[src/rtl/core/i2cebm_pkg.sv]
// ----------------------------------------------------------------------------
// I2C EEPROM byte master package
// Request and result types, codes and reset values shared by the core.
// ----------------------------------------------------------------------------
`default_nettype none

package i2cebm_pkg;

  // Default width of the half-period tick counter
  localparam int unsigned TICK_COUNT_WIDTH_DEF = 16;

  // Configuration register widths and reset values
  localparam int unsigned HALF_PERIOD_W = 16;
  localparam int unsigned ACK_TIMEOUT_W = 8;
  localparam int unsigned DEV_ADDR_W    = 7;
  localparam int unsigned CFG_DATA_W    = 16;
  localparam int unsigned CFG_INDEX_W   = 2;

  localparam logic [HALF_PERIOD_W-1:0] HALF_PERIOD_RST = 16'd8;
  localparam logic [ACK_TIMEOUT_W-1:0] ACK_TIMEOUT_RST = 8'd255;
  localparam logic [DEV_ADDR_W-1:0]    DEV_ADDR_RST    = 7'd80;

  // Configuration register indexes
  localparam logic [CFG_INDEX_W-1:0] CFG_HALF_PERIOD = 2'd0;
  localparam logic [CFG_INDEX_W-1:0] CFG_ACK_TIMEOUT = 2'd1;
  localparam logic [CFG_INDEX_W-1:0] CFG_DEV_ADDR    = 2'd2;

  // Request kinds
  localparam logic [1:0] KIND_TICK  = 2'd0;
  localparam logic [1:0] KIND_WRITE = 2'd1;
  localparam logic [1:0] KIND_READ  = 2'd2;

  // Completion status codes
  localparam logic [1:0] ST_OK        = 2'd0;
  localparam logic [1:0] ST_DEV_NACK  = 2'd1;
  localparam logic [1:0] ST_WORD_NACK = 2'd2;
  localparam logic [1:0] ST_DATA_NACK = 2'd3;

  // Byte stage within a transaction
  localparam logic [1:0] STG_DEV   = 2'd0;
  localparam logic [1:0] STG_WORD  = 2'd1;
  localparam logic [1:0] STG_DATA  = 2'd2;
  localparam logic [1:0] STG_RDDEV = 2'd3;

  typedef struct packed {
    logic [1:0] kind;
    logic [7:0] mem_addr;
    logic [7:0] write_data;
    logic       sda_in;
  } req_t;

  typedef struct packed {
    logic       scl_level;
    logic       sda_release;
    logic       busy_res;
    logic       done_res;
    logic [1:0] status;
    logic [7:0] read_data;
  } res_t;

endpackage : i2cebm_pkg

`default_nettype wire

[src/rtl/core/i2c_eeprom_byte_master_core.sv]
// ----------------------------------------------------------------------------
// I2C EEPROM byte master core
// A request's result is registered, in the result register or, behind a held result, in the skid register.
// Throughput: one request per cycle while the input is not stalled; each request advances the bus by one tick.
// A two-entry output stage (result register plus skid register) sets the stall:
// the input stalls only while the skid register holds a result.
// Reset: bus released, idle, status ok, read byte zero, registers at defaults.
// ----------------------------------------------------------------------------
`default_nettype none

module i2c_eeprom_byte_master_core #(
  parameter int unsigned TICK_COUNT_WIDTH = i2cebm_pkg::TICK_COUNT_WIDTH_DEF
) (
  input  wire logic                               clk_i,
  input  wire logic                               rst_ni,
  // request channel
  input  wire logic                               in_valid_i,
  output logic                                    in_stall_o,
  input  wire i2cebm_pkg::req_t                   in_req_i,
  // result channel
  output logic                                    out_valid_o,
  input  wire logic                               out_stall_i,
  output i2cebm_pkg::res_t                        out_res_o,
  // configuration write port
  input  wire logic                               cfg_we_i,
  input  wire logic [i2cebm_pkg::CFG_INDEX_W-1:0] cfg_index_i,
  input  wire logic [i2cebm_pkg::CFG_DATA_W-1:0]  cfg_wdata_i
);

  import i2cebm_pkg::*;

  // Bus sequencer phases
  localparam logic [3:0] PH_IDLE    = 4'd0;
  localparam logic [3:0] PH_ST_A    = 4'd1;
  localparam logic [3:0] PH_ST_B    = 4'd2;
  localparam logic [3:0] PH_TX_LO   = 4'd3;
  localparam logic [3:0] PH_TX_HI   = 4'd4;
  localparam logic [3:0] PH_AK_LO   = 4'd5;
  localparam logic [3:0] PH_AK_HI   = 4'd6;
  localparam logic [3:0] PH_AK_POLL = 4'd7;
  localparam logic [3:0] PH_RS_LO   = 4'd8;
  localparam logic [3:0] PH_RX_LO   = 4'd9;
  localparam logic [3:0] PH_RX_HI   = 4'd10;
  localparam logic [3:0] PH_NK_LO   = 4'd11;
  localparam logic [3:0] PH_NK_HI   = 4'd12;
  localparam logic [3:0] PH_SP_LO   = 4'd13;
  localparam logic [3:0] PH_SP_SET  = 4'd14;
  localparam logic [3:0] PH_SP_END  = 4'd15;

  // Compare width covers both the configured half period and the counter
  localparam int unsigned CmpW = (TICK_COUNT_WIDTH > HALF_PERIOD_W) ?
                                 TICK_COUNT_WIDTH : HALF_PERIOD_W;

  // --------------------------------------------------------------------------
  // Configuration registers
  // --------------------------------------------------------------------------
  logic [HALF_PERIOD_W-1:0] half_period_q;
  logic [ACK_TIMEOUT_W-1:0] ack_timeout_q;
  logic [DEV_ADDR_W-1:0]    dev_addr_q;

  always_ff @(posedge clk_i or negedge rst_ni) begin
    if (!rst_ni) begin
      half_period_q <= HALF_PERIOD_RST;
      ack_timeout_q <= ACK_TIMEOUT_RST;
      dev_addr_q    <= DEV_ADDR_RST;
    end else if (cfg_we_i) begin
      case (cfg_index_i)
        CFG_HALF_PERIOD: half_period_q <= cfg_wdata_i[HALF_PERIOD_W-1:0];
        CFG_ACK_TIMEOUT: ack_timeout_q <= cfg_wdata_i[ACK_TIMEOUT_W-1:0];
        CFG_DEV_ADDR:    dev_addr_q    <= cfg_wdata_i[DEV_ADDR_W-1:0];
        default: ;  // unmapped index: drop the write
      endcase
    end
  end

  // --------------------------------------------------------------------------
  // Output stage: result register backed by a skid register
  // --------------------------------------------------------------------------
  logic out_vld_q, skid_vld_q;
  res_t out_res_q, skid_res_q;
  res_t res_new;
  logic in_acc, out_take;

  assign in_stall_o  = skid_vld_q;
  assign in_acc      = in_valid_i && !skid_vld_q;
  assign out_take    = out_vld_q && !out_stall_i;
  assign out_valid_o = out_vld_q;
  assign out_res_o   = out_res_q;

  always_ff @(posedge clk_i or negedge rst_ni) begin
    if (!rst_ni) begin
      out_vld_q  <= 1'b0;
      skid_vld_q <= 1'b0;
    end else if (out_take) begin
      // Refill from the skid register first, then from a fresh request
      if (skid_vld_q) begin
        skid_vld_q <= 1'b0;
      end else begin
        out_vld_q <= in_acc;
      end
    end else if (in_acc) begin
      if (out_vld_q) begin
        skid_vld_q <= 1'b1;
      end else begin
        out_vld_q <= 1'b1;
      end
    end
  end

  always_ff @(posedge clk_i) begin
    if (out_take) begin
      if (skid_vld_q) begin
        out_res_q <= skid_res_q;
      end else if (in_acc) begin
        out_res_q <= res_new;
      end
    end else if (in_acc) begin
      if (out_vld_q) begin
        skid_res_q <= res_new;
      end else begin
        out_res_q <= res_new;
      end
    end
  end

  // --------------------------------------------------------------------------
  // Sequencer state
  // --------------------------------------------------------------------------
  logic [3:0]                  phase_q, phase_d;
  logic [TICK_COUNT_WIDTH-1:0] tick_q, tick_d;
  logic [3:0]                  bit_idx_q, bit_idx_d;
  logic [7:0]                  shift_q, shift_d;
  logic [7:0]                  polls_q, polls_d;
  logic [7:0]                  held_addr_q, held_addr_d;
  logic [7:0]                  held_data_q, held_data_d;
  logic                        is_read_q, is_read_d;
  logic [1:0]                  last_status_q, last_status_d;
  logic [1:0]                  stage_q, stage_d;
  logic [1:0]                  pend_status_q, pend_status_d;
  logic [7:0]                  rx_byte_q, rx_byte_d;

  // Half-period limit: clip to the counter range, never below one tick
  logic [CmpW-1:0] hp_ext, cap_ext, half_lim, tick_inc;
  logic [7:0]      poll_lim;

  always_comb begin
    hp_ext   = CmpW'(half_period_q);
    cap_ext  = CmpW'({TICK_COUNT_WIDTH{1'b1}});
    half_lim = (hp_ext > cap_ext) ? cap_ext : hp_ext;
    if (half_lim == '0) begin
      half_lim = CmpW'(1);
    end
    poll_lim = (ack_timeout_q == '0) ? 8'd1 : ack_timeout_q;
  end

  // One bus tick per request
  logic scl_drv, sda_drv, done;

  always_comb begin
    phase_d       = phase_q;
    tick_d        = tick_q;
    bit_idx_d     = bit_idx_q;
    shift_d       = shift_q;
    polls_d       = polls_q;
    held_addr_d   = held_addr_q;
    held_data_d   = held_data_q;
    is_read_d     = is_read_q;
    last_status_d = last_status_q;
    stage_d       = stage_q;
    pend_status_d = pend_status_q;
    rx_byte_d     = rx_byte_q;
    scl_drv       = 1'b1;
    sda_drv       = 1'b1;
    done          = 1'b0;
    tick_inc      = '0;

    // Take a new transaction only while idle; the first START tick follows at once
    if (phase_q == PH_IDLE && (in_req_i.kind == KIND_WRITE || in_req_i.kind == KIND_READ)) begin
      held_addr_d   = in_req_i.mem_addr;
      held_data_d   = in_req_i.write_data;
      is_read_d     = (in_req_i.kind == KIND_READ);
      stage_d       = STG_DEV;
      pend_status_d = ST_OK;
      bit_idx_d     = '0;
      polls_d       = '0;
      phase_d       = PH_ST_A;
      tick_d        = '0;
    end

    if (phase_d == PH_IDLE) begin
      scl_drv = 1'b1;
      sda_drv = 1'b1;
    end else if (phase_d == PH_AK_POLL) begin
      // SCL held high, SDA released: wait for the target to pull SDA low
      if (!in_req_i.sda_in) begin
        tick_d = '0;
        case (stage_d)
          STG_DEV: begin
            stage_d   = STG_WORD;
            shift_d   = held_addr_d;
            bit_idx_d = '0;
            phase_d   = PH_TX_LO;
          end
          STG_WORD: begin
            if (is_read_d) begin
              stage_d = STG_RDDEV;
              phase_d = PH_RS_LO;
            end else begin
              stage_d   = STG_DATA;
              shift_d   = held_data_d;
              bit_idx_d = '0;
              phase_d   = PH_TX_LO;
            end
          end
          STG_DATA: begin
            pend_status_d = ST_OK;
            phase_d       = PH_SP_LO;
          end
          default: begin
            // address ACK of the read: start receiving
            shift_d   = '0;
            bit_idx_d = '0;
            phase_d   = PH_RX_LO;
          end
        endcase
      end else begin
        polls_d = polls_q + 8'd1;
        if (polls_d >= poll_lim || polls_d == '0) begin
          case (stage_d)
            STG_DEV:  pend_status_d = ST_DEV_NACK;
            STG_WORD: pend_status_d = ST_WORD_NACK;
            default:  pend_status_d = ST_DATA_NACK;
          endcase
          phase_d = PH_SP_LO;
          tick_d  = '0;
        end
      end
    end else begin
      case (phase_d)
        PH_ST_A:   begin scl_drv = 1'b1; sda_drv = 1'b1;       end
        PH_ST_B:   begin scl_drv = 1'b1; sda_drv = 1'b0;       end
        PH_TX_LO:  begin scl_drv = 1'b0; sda_drv = shift_d[7]; end
        PH_TX_HI:  begin scl_drv = 1'b1; sda_drv = shift_d[7]; end
        PH_AK_LO:  begin scl_drv = 1'b0; sda_drv = 1'b1;       end
        PH_AK_HI:  begin scl_drv = 1'b1; sda_drv = 1'b1;       end
        PH_RS_LO:  begin scl_drv = 1'b0; sda_drv = 1'b1;       end
        PH_RX_LO:  begin scl_drv = 1'b0; sda_drv = 1'b1;       end
        PH_RX_HI: begin
          scl_drv = 1'b1;
          sda_drv = 1'b1;
          // sample each read bit on the first tick of SCL high
          if (tick_d == '0) begin
            shift_d = {shift_d[6:0], in_req_i.sda_in};
          end
        end
        PH_NK_LO:  begin scl_drv = 1'b0; sda_drv = 1'b1;       end
        PH_NK_HI:  begin scl_drv = 1'b1; sda_drv = 1'b1;       end
        PH_SP_LO:  begin scl_drv = 1'b0; sda_drv = 1'b0;       end
        PH_SP_SET: begin scl_drv = 1'b1; sda_drv = 1'b0;       end
        default:   begin scl_drv = 1'b1; sda_drv = 1'b1;       end
      endcase

      tick_inc = CmpW'(tick_d) + CmpW'(1);
      tick_d   = tick_inc[TICK_COUNT_WIDTH-1:0];

      if (tick_inc >= half_lim) begin
        // half period over: advance the sequencer
        tick_d = '0;
        case (phase_d)
          PH_ST_A: phase_d = PH_ST_B;
          PH_ST_B: begin
            shift_d   = {dev_addr_q, (stage_d == STG_RDDEV)};
            bit_idx_d = '0;
            phase_d   = PH_TX_LO;
          end
          PH_TX_LO: phase_d = PH_TX_HI;
          PH_TX_HI: begin
            shift_d   = {shift_d[6:0], 1'b0};
            bit_idx_d = bit_idx_d + 4'd1;
            phase_d   = (bit_idx_d >= 4'd8) ? PH_AK_LO : PH_TX_LO;
          end
          PH_AK_LO: phase_d = PH_AK_HI;
          PH_AK_HI: begin
            polls_d = '0;
            phase_d = PH_AK_POLL;
          end
          PH_RS_LO: phase_d = PH_ST_A;
          PH_RX_LO: phase_d = PH_RX_HI;
          PH_RX_HI: begin
            bit_idx_d = bit_idx_d + 4'd1;
            if (bit_idx_d >= 4'd8) begin
              rx_byte_d = shift_d;
              phase_d   = PH_NK_LO;
            end else begin
              phase_d = PH_RX_LO;
            end
          end
          PH_NK_LO:  phase_d = PH_NK_HI;
          PH_NK_HI:  phase_d = PH_SP_LO;
          PH_SP_LO:  phase_d = PH_SP_SET;
          PH_SP_SET: phase_d = PH_SP_END;
          default: begin
            // end of STOP: publish the status and go idle
            last_status_d = pend_status_d;
            phase_d       = PH_IDLE;
            done          = 1'b1;
          end
        endcase
      end
    end

    res_new.scl_level   = scl_drv;
    res_new.sda_release = sda_drv;
    res_new.busy_res    = (phase_d != PH_IDLE);
    res_new.done_res    = done;
    res_new.status      = last_status_d;
    res_new.read_data   = rx_byte_d;
  end

  // Advance the sequencer only on a taken request
  always_ff @(posedge clk_i or negedge rst_ni) begin
    if (!rst_ni) begin
      phase_q       <= PH_IDLE;
      tick_q        <= '0;
      bit_idx_q     <= '0;
      shift_q       <= '0;
      polls_q       <= '0;
      held_addr_q   <= '0;
      held_data_q   <= '0;
      is_read_q     <= 1'b0;
      last_status_q <= ST_OK;
      stage_q       <= STG_DEV;
      pend_status_q <= ST_OK;
      rx_byte_q     <= '0;
    end else if (in_acc) begin
      phase_q       <= phase_d;
      tick_q        <= tick_d;
      bit_idx_q     <= bit_idx_d;
      shift_q       <= shift_d;
      polls_q       <= polls_d;
      held_addr_q   <= held_addr_d;
      held_data_q   <= held_data_d;
      is_read_q     <= is_read_d;
      last_status_q <= last_status_d;
      stage_q       <= stage_d;
      pend_status_q <= pend_status_d;
      rx_byte_q     <= rx_byte_d;
    end
  end

  // --------------------------------------------------------------------------
  // Assertions
  // --------------------------------------------------------------------------
  // The skid register only fills behind a held result
  a_skid_behind_out : assert property (@(posedge clk_i) disable iff (!rst_ni)
    skid_vld_q |-> out_vld_q)
    else $error("skid register full while result register empty");

  // A finishing tick always leaves the master idle
  a_done_idle : assert property (@(posedge clk_i) disable iff (!rst_ni)
    (out_vld_q && out_res_q.done_res) |-> !out_res_q.busy_res)
    else $error("done reported while still busy");

  // The tick counter is cleared whenever the sequencer rests
  a_idle_tick_clear : assert property (@(posedge clk_i) disable iff (!rst_ni)
    (phase_q == PH_IDLE) |-> (tick_q == '0))
    else $error("tick counter not cleared in idle");

  // The bus is released on every plain tick request taken while idle
  a_idle_released : assert property (@(posedge clk_i) disable iff (!rst_ni)
    (in_acc && phase_q == PH_IDLE && in_req_i.kind == KIND_TICK) |=>
      (out_res_q.scl_level && out_res_q.sda_release && !out_res_q.busy_res))
    else $error("bus driven while idle");

endmodule : i2c_eeprom_byte_master_core

`default_nettype wire

[config.mk]
export PLATFORM = sky130hd
export DESIGN_NAME = i2c_eeprom_byte_master_core
export DESIGN_NICKNAME = d
export VERILOG_FILES = /design/src/rtl/core/i2cebm_pkg.sv /design/src/rtl/core/i2c_eeprom_byte_master_core.sv
export SDC_FILE = /design/constraint.sdc
export NUM_CORES = 1
export LEC_CHECK = 0
export BUFFER_PORTS_ARGS = -buffer_cell sky130_fd_sc_hd__buf_2
export CAP_MARGIN = 20
export CORE_MARGIN = 10
export CORE_UTILIZATION = 45
export DETAILED_ROUTE_END_ITERATION = 8
export GPL_TIMING_DRIVEN = 0
export PLACE_DENSITY = 0.7
export SKIP_LAST_GASP = 1
export SLEW_MARGIN = 20
export SYNTH_ARGS = -nofsm -noshare
export SYNTH_HDL_FRONTEND = slang
export SYNTH_SLANG_ARGS = --single-unit
export TNS_END_PERCENT = 5
[constraint.sdc]
create_clock -name clk_i -period 4.7 [get_ports clk_i]
set_input_delay 0.705 -clock clk_i [delete_from_list [all_inputs] [get_ports clk_i]]
set_output_delay 0.705 -clock clk_i [all_outputs]
set_load 0.02 [all_outputs]
==> qor.yml <==
avgSynthCellArea_um2: 9.70
track_usage_pct: 17.4
p_total_mw: 4.32
power_density_nw_per_um2: 473
core_um2: 16500
setup_viol: 0
max-cap-violations: 0
num_vias: 6209
status: "finished, final reports clean"
synth-seq-cells: 132
maxSlewViolCount: 0
finalHoldViolCount: 0
grt_pass1_vias: 6126
drtAntennaViolNets: 0
firstDrtPassIters: 8
area_delta_synth_final_pct: 20.8
die_h_um: 150
post-route-period-util_pct: 98.9
multi_input_area_um2: 3960
synth_ff_type: "dfrtp_1"
ctsLongestPathBuffers: 2
startpoint_type: "input port"
r2r_cells: 21
cp.required_ns: 4.86
n_antenna_cell: 0
fin_nets: 951
synth_area_um2: 7560
fmax_mhz: 215
endpoint_kind: "flop"
crit_fanout: 7
clk_latency_ns: 0.42
hp-class: "input port to asynchronous set/reset pin"
nFillCells: 1447
grt_start_max_net_pins: 65
netlist_instances: 779
fin_skew_ns: 0.00829
die-area_um2: 22400
path_depth: 25
slew_headroom_pct: 40.2
cts_made_buffers: 17
layout_commonest_cell: "nand2_1"
dpl-instance-area_um2: 8250
htreeDepth: 4
max_stage_delay_ns: 0.35
grt-ovfl-total: 0
ir_drop_uv: 271
drt_iter0_drc: 468
async_flop_share_pct: 78.8
cts_tree: "built"
clkSlewWorstSetupHoldPaths_ns: 0.06
seq_area_um2: 3460
slowest_stage: "and4bb_4"
boundaryPins: 58
synth_nets: 857
ys_types: 71
synth_edf_count: 28
final_area_um2: 9130
antenna_found_initial: 0
die_w_um: 150
route.detailed.drc: 0
critical_path.most_common_cell: "ha_4"
cp_num_buf_inv: 5
power.leakage_nw: 4.00
dp_hpwl_um: 13700
drt_wl_total_um: 19200
yosysWarningCount: 0
drive_gt1_share_pct: 23.5
crit_arrival_ns: 4.81
io_buffers: 56
tightestPinTransition_ns: 0.890
initial_utilization_pct: 45.7
std_cell_rows: 47
avgViaCountPerCell: 5.61
final_cell_mix: "nand2_1, dfrtp_1, buf_2"
path_delay_family: "simple AND/OR/NAND/NOR gates"
cts.sinks: 132
critPathKind: "input port to flop"
place_congestion: 0.921
grt_setup_unrepaired: "true"
wire_per_inst_um: 17.3
root_buffer: "clkbuf_16"
min_period_ns: 4.65
grt_pass1_wl_um: 31300
ys_seq_area_share_pct: 45.7
[flip-flops by register name, summed over array words and instances (netlist names), 4 cells and up]
name and count:
rx_byte_q 8, shift_q 8, half_period_q 16, skid_res_q 14, held_addr_q 8, dev_addr_q 7
held_data_q 8, phase_q 4, bit_idx_q 4, out_res_o 14, polls_q 8, ack_timeout_q 8
tick_q 16
[report_power, final]
part | internal (mW) | switching (mW) | leakage [nW] | total, mW
clock | 0.795 | 0.548 | 0.280 | 1.34
sequential | 1.46 | 0.172 | 1.54 | 1.63
combinational | 0.556 | 0.794 | 2.18 | 1.35
total | 2.81 | 1.51 | 4.00 | 4.32
[routing by layer]
metal	GRT usage (%)	wire, um	up-vias
li1	-	-	3017
met1	22.5	8370	2973
met5	0	0	-
met2	26.7	8970	184
met3	4.56	1230	35
met4	8.05	589	0
[logic make-up after synthesis]
logic type / Yosys count / synth area share (%)
multiplexers: 60 / 8.51
AO/OA/AOI/OAI: 201 / 17.5
adder cells (fa/ha/maj): 36 / 5.96
flip-flops: 132 / 45.7
XOR/XNOR: 20 / 2.32
AND/OR/NAND/NOR: 249 / 15.7
buffers and inverters: 81 / 4.34
[stage by stage]
step	TNS (ns)	hold WS (ns)	util [%]	worst slack (ns)	instances
global route	-1.87	0.206	55.2	-0.118	1106
floorplan	-0.728	0.409	-	-0.0625	779
global placement	-65.82	0.468	49.7	-1.11	1055
CTS	0	0.197	54.7	0.00118	1100
detailed placement	-66.39	0.470	49.9	-1.10	1056
finish	0	0.198	55.2	0.0505	1106
[cell type report]
class                           instances  share of cell area, %
Timing Repair Buffer                   76                   5.29
Buffer                                 35                   2.03
Tap cell                              220                   3.02
Multi-Input combinational cell        566                   43.3
Clock inverter                         15                   1.88
Clock buffer                           17                   4.66
Inverter                               45                   1.93
Sequential cell                       132                   37.9
[cell usage after synthesis (3+ instances only)]
master | n | area, um^2
a211oi_1 | 3 | 22.5
a21o_1 | 3 | 22.5
a21oi_1 | 34 | 170
a22o_1 | 16 | 140
a2bb2oi_1 | 7 | 61.3
a31oi_1 | 14 | 87.6
and2_1 | 7 | 43.8
and3_1 | 3 | 18.8
buf_1 | 6 | 22.5
buf_2 | 10 | 50.1
clkbuf_1 | 18 | 67.6
dfrtp_1 | 93 | 2330
dfstp_2 | 11 | 289
edfxtp_1 | 28 | 841
ha_1 | 36 | 450
inv_1 | 45 | 169
mux2_2 | 34 | 383
mux2i_1 | 26 | 260
nand2_1 | 102 | 383
nand2b_1 | 5 | 31.3
nand3_1 | 18 | 90.1
nand3b_1 | 4 | 30.0
nand4_1 | 3 | 18.8
nor2_1 | 58 | 218
nor2b_1 | 5 | 31.3
nor3_1 | 15 | 75.1
nor4_1 | 7 | 43.8
o2111ai_1 | 5 | 43.8
o211ai_1 | 3 | 22.5
o21a_1 | 3 | 22.5
o21ai_0 | 41 | 205
o21ai_1 | 28 | 140
o22ai_1 | 18 | 113
o31ai_1 | 4 | 30.0
o41ai_1 | 3 | 26.3
or3_1 | 5 | 31.3
xnor2_1 | 14 | 123
xor2_1 | 6 | 52.6
[final timing paths]
check / from / end / slack, ns
worst min-delay path: rst_ni / held_data_q[7] / 0.20
worst max register to register: phase_q[3] / out_res_o[11] / 0.14
worst max-delay path: in_req_i[17] / out_res_o[11] / 0.05
min in group clk_i: cfg_wdata_i[11] / half_period_q[11] / 0.48
max in group asynchronous: rst_ni / dev_addr_q[6] / 3.80
worst min register to register: pend_status_q[0] / pend_status_q[0] / 0.49
[what timing repair did]
action | in CTS | in global routing
buffers inserted | 13 | 5
pin swaps | 8 | 9
hold buffers | 0 | 0
cloned | 0 | 1
endpoints found under the setup margin | 74 | 55
gates resized for setup | 20 | 8
Note: power is estimated with default switching activity, not from simulation.
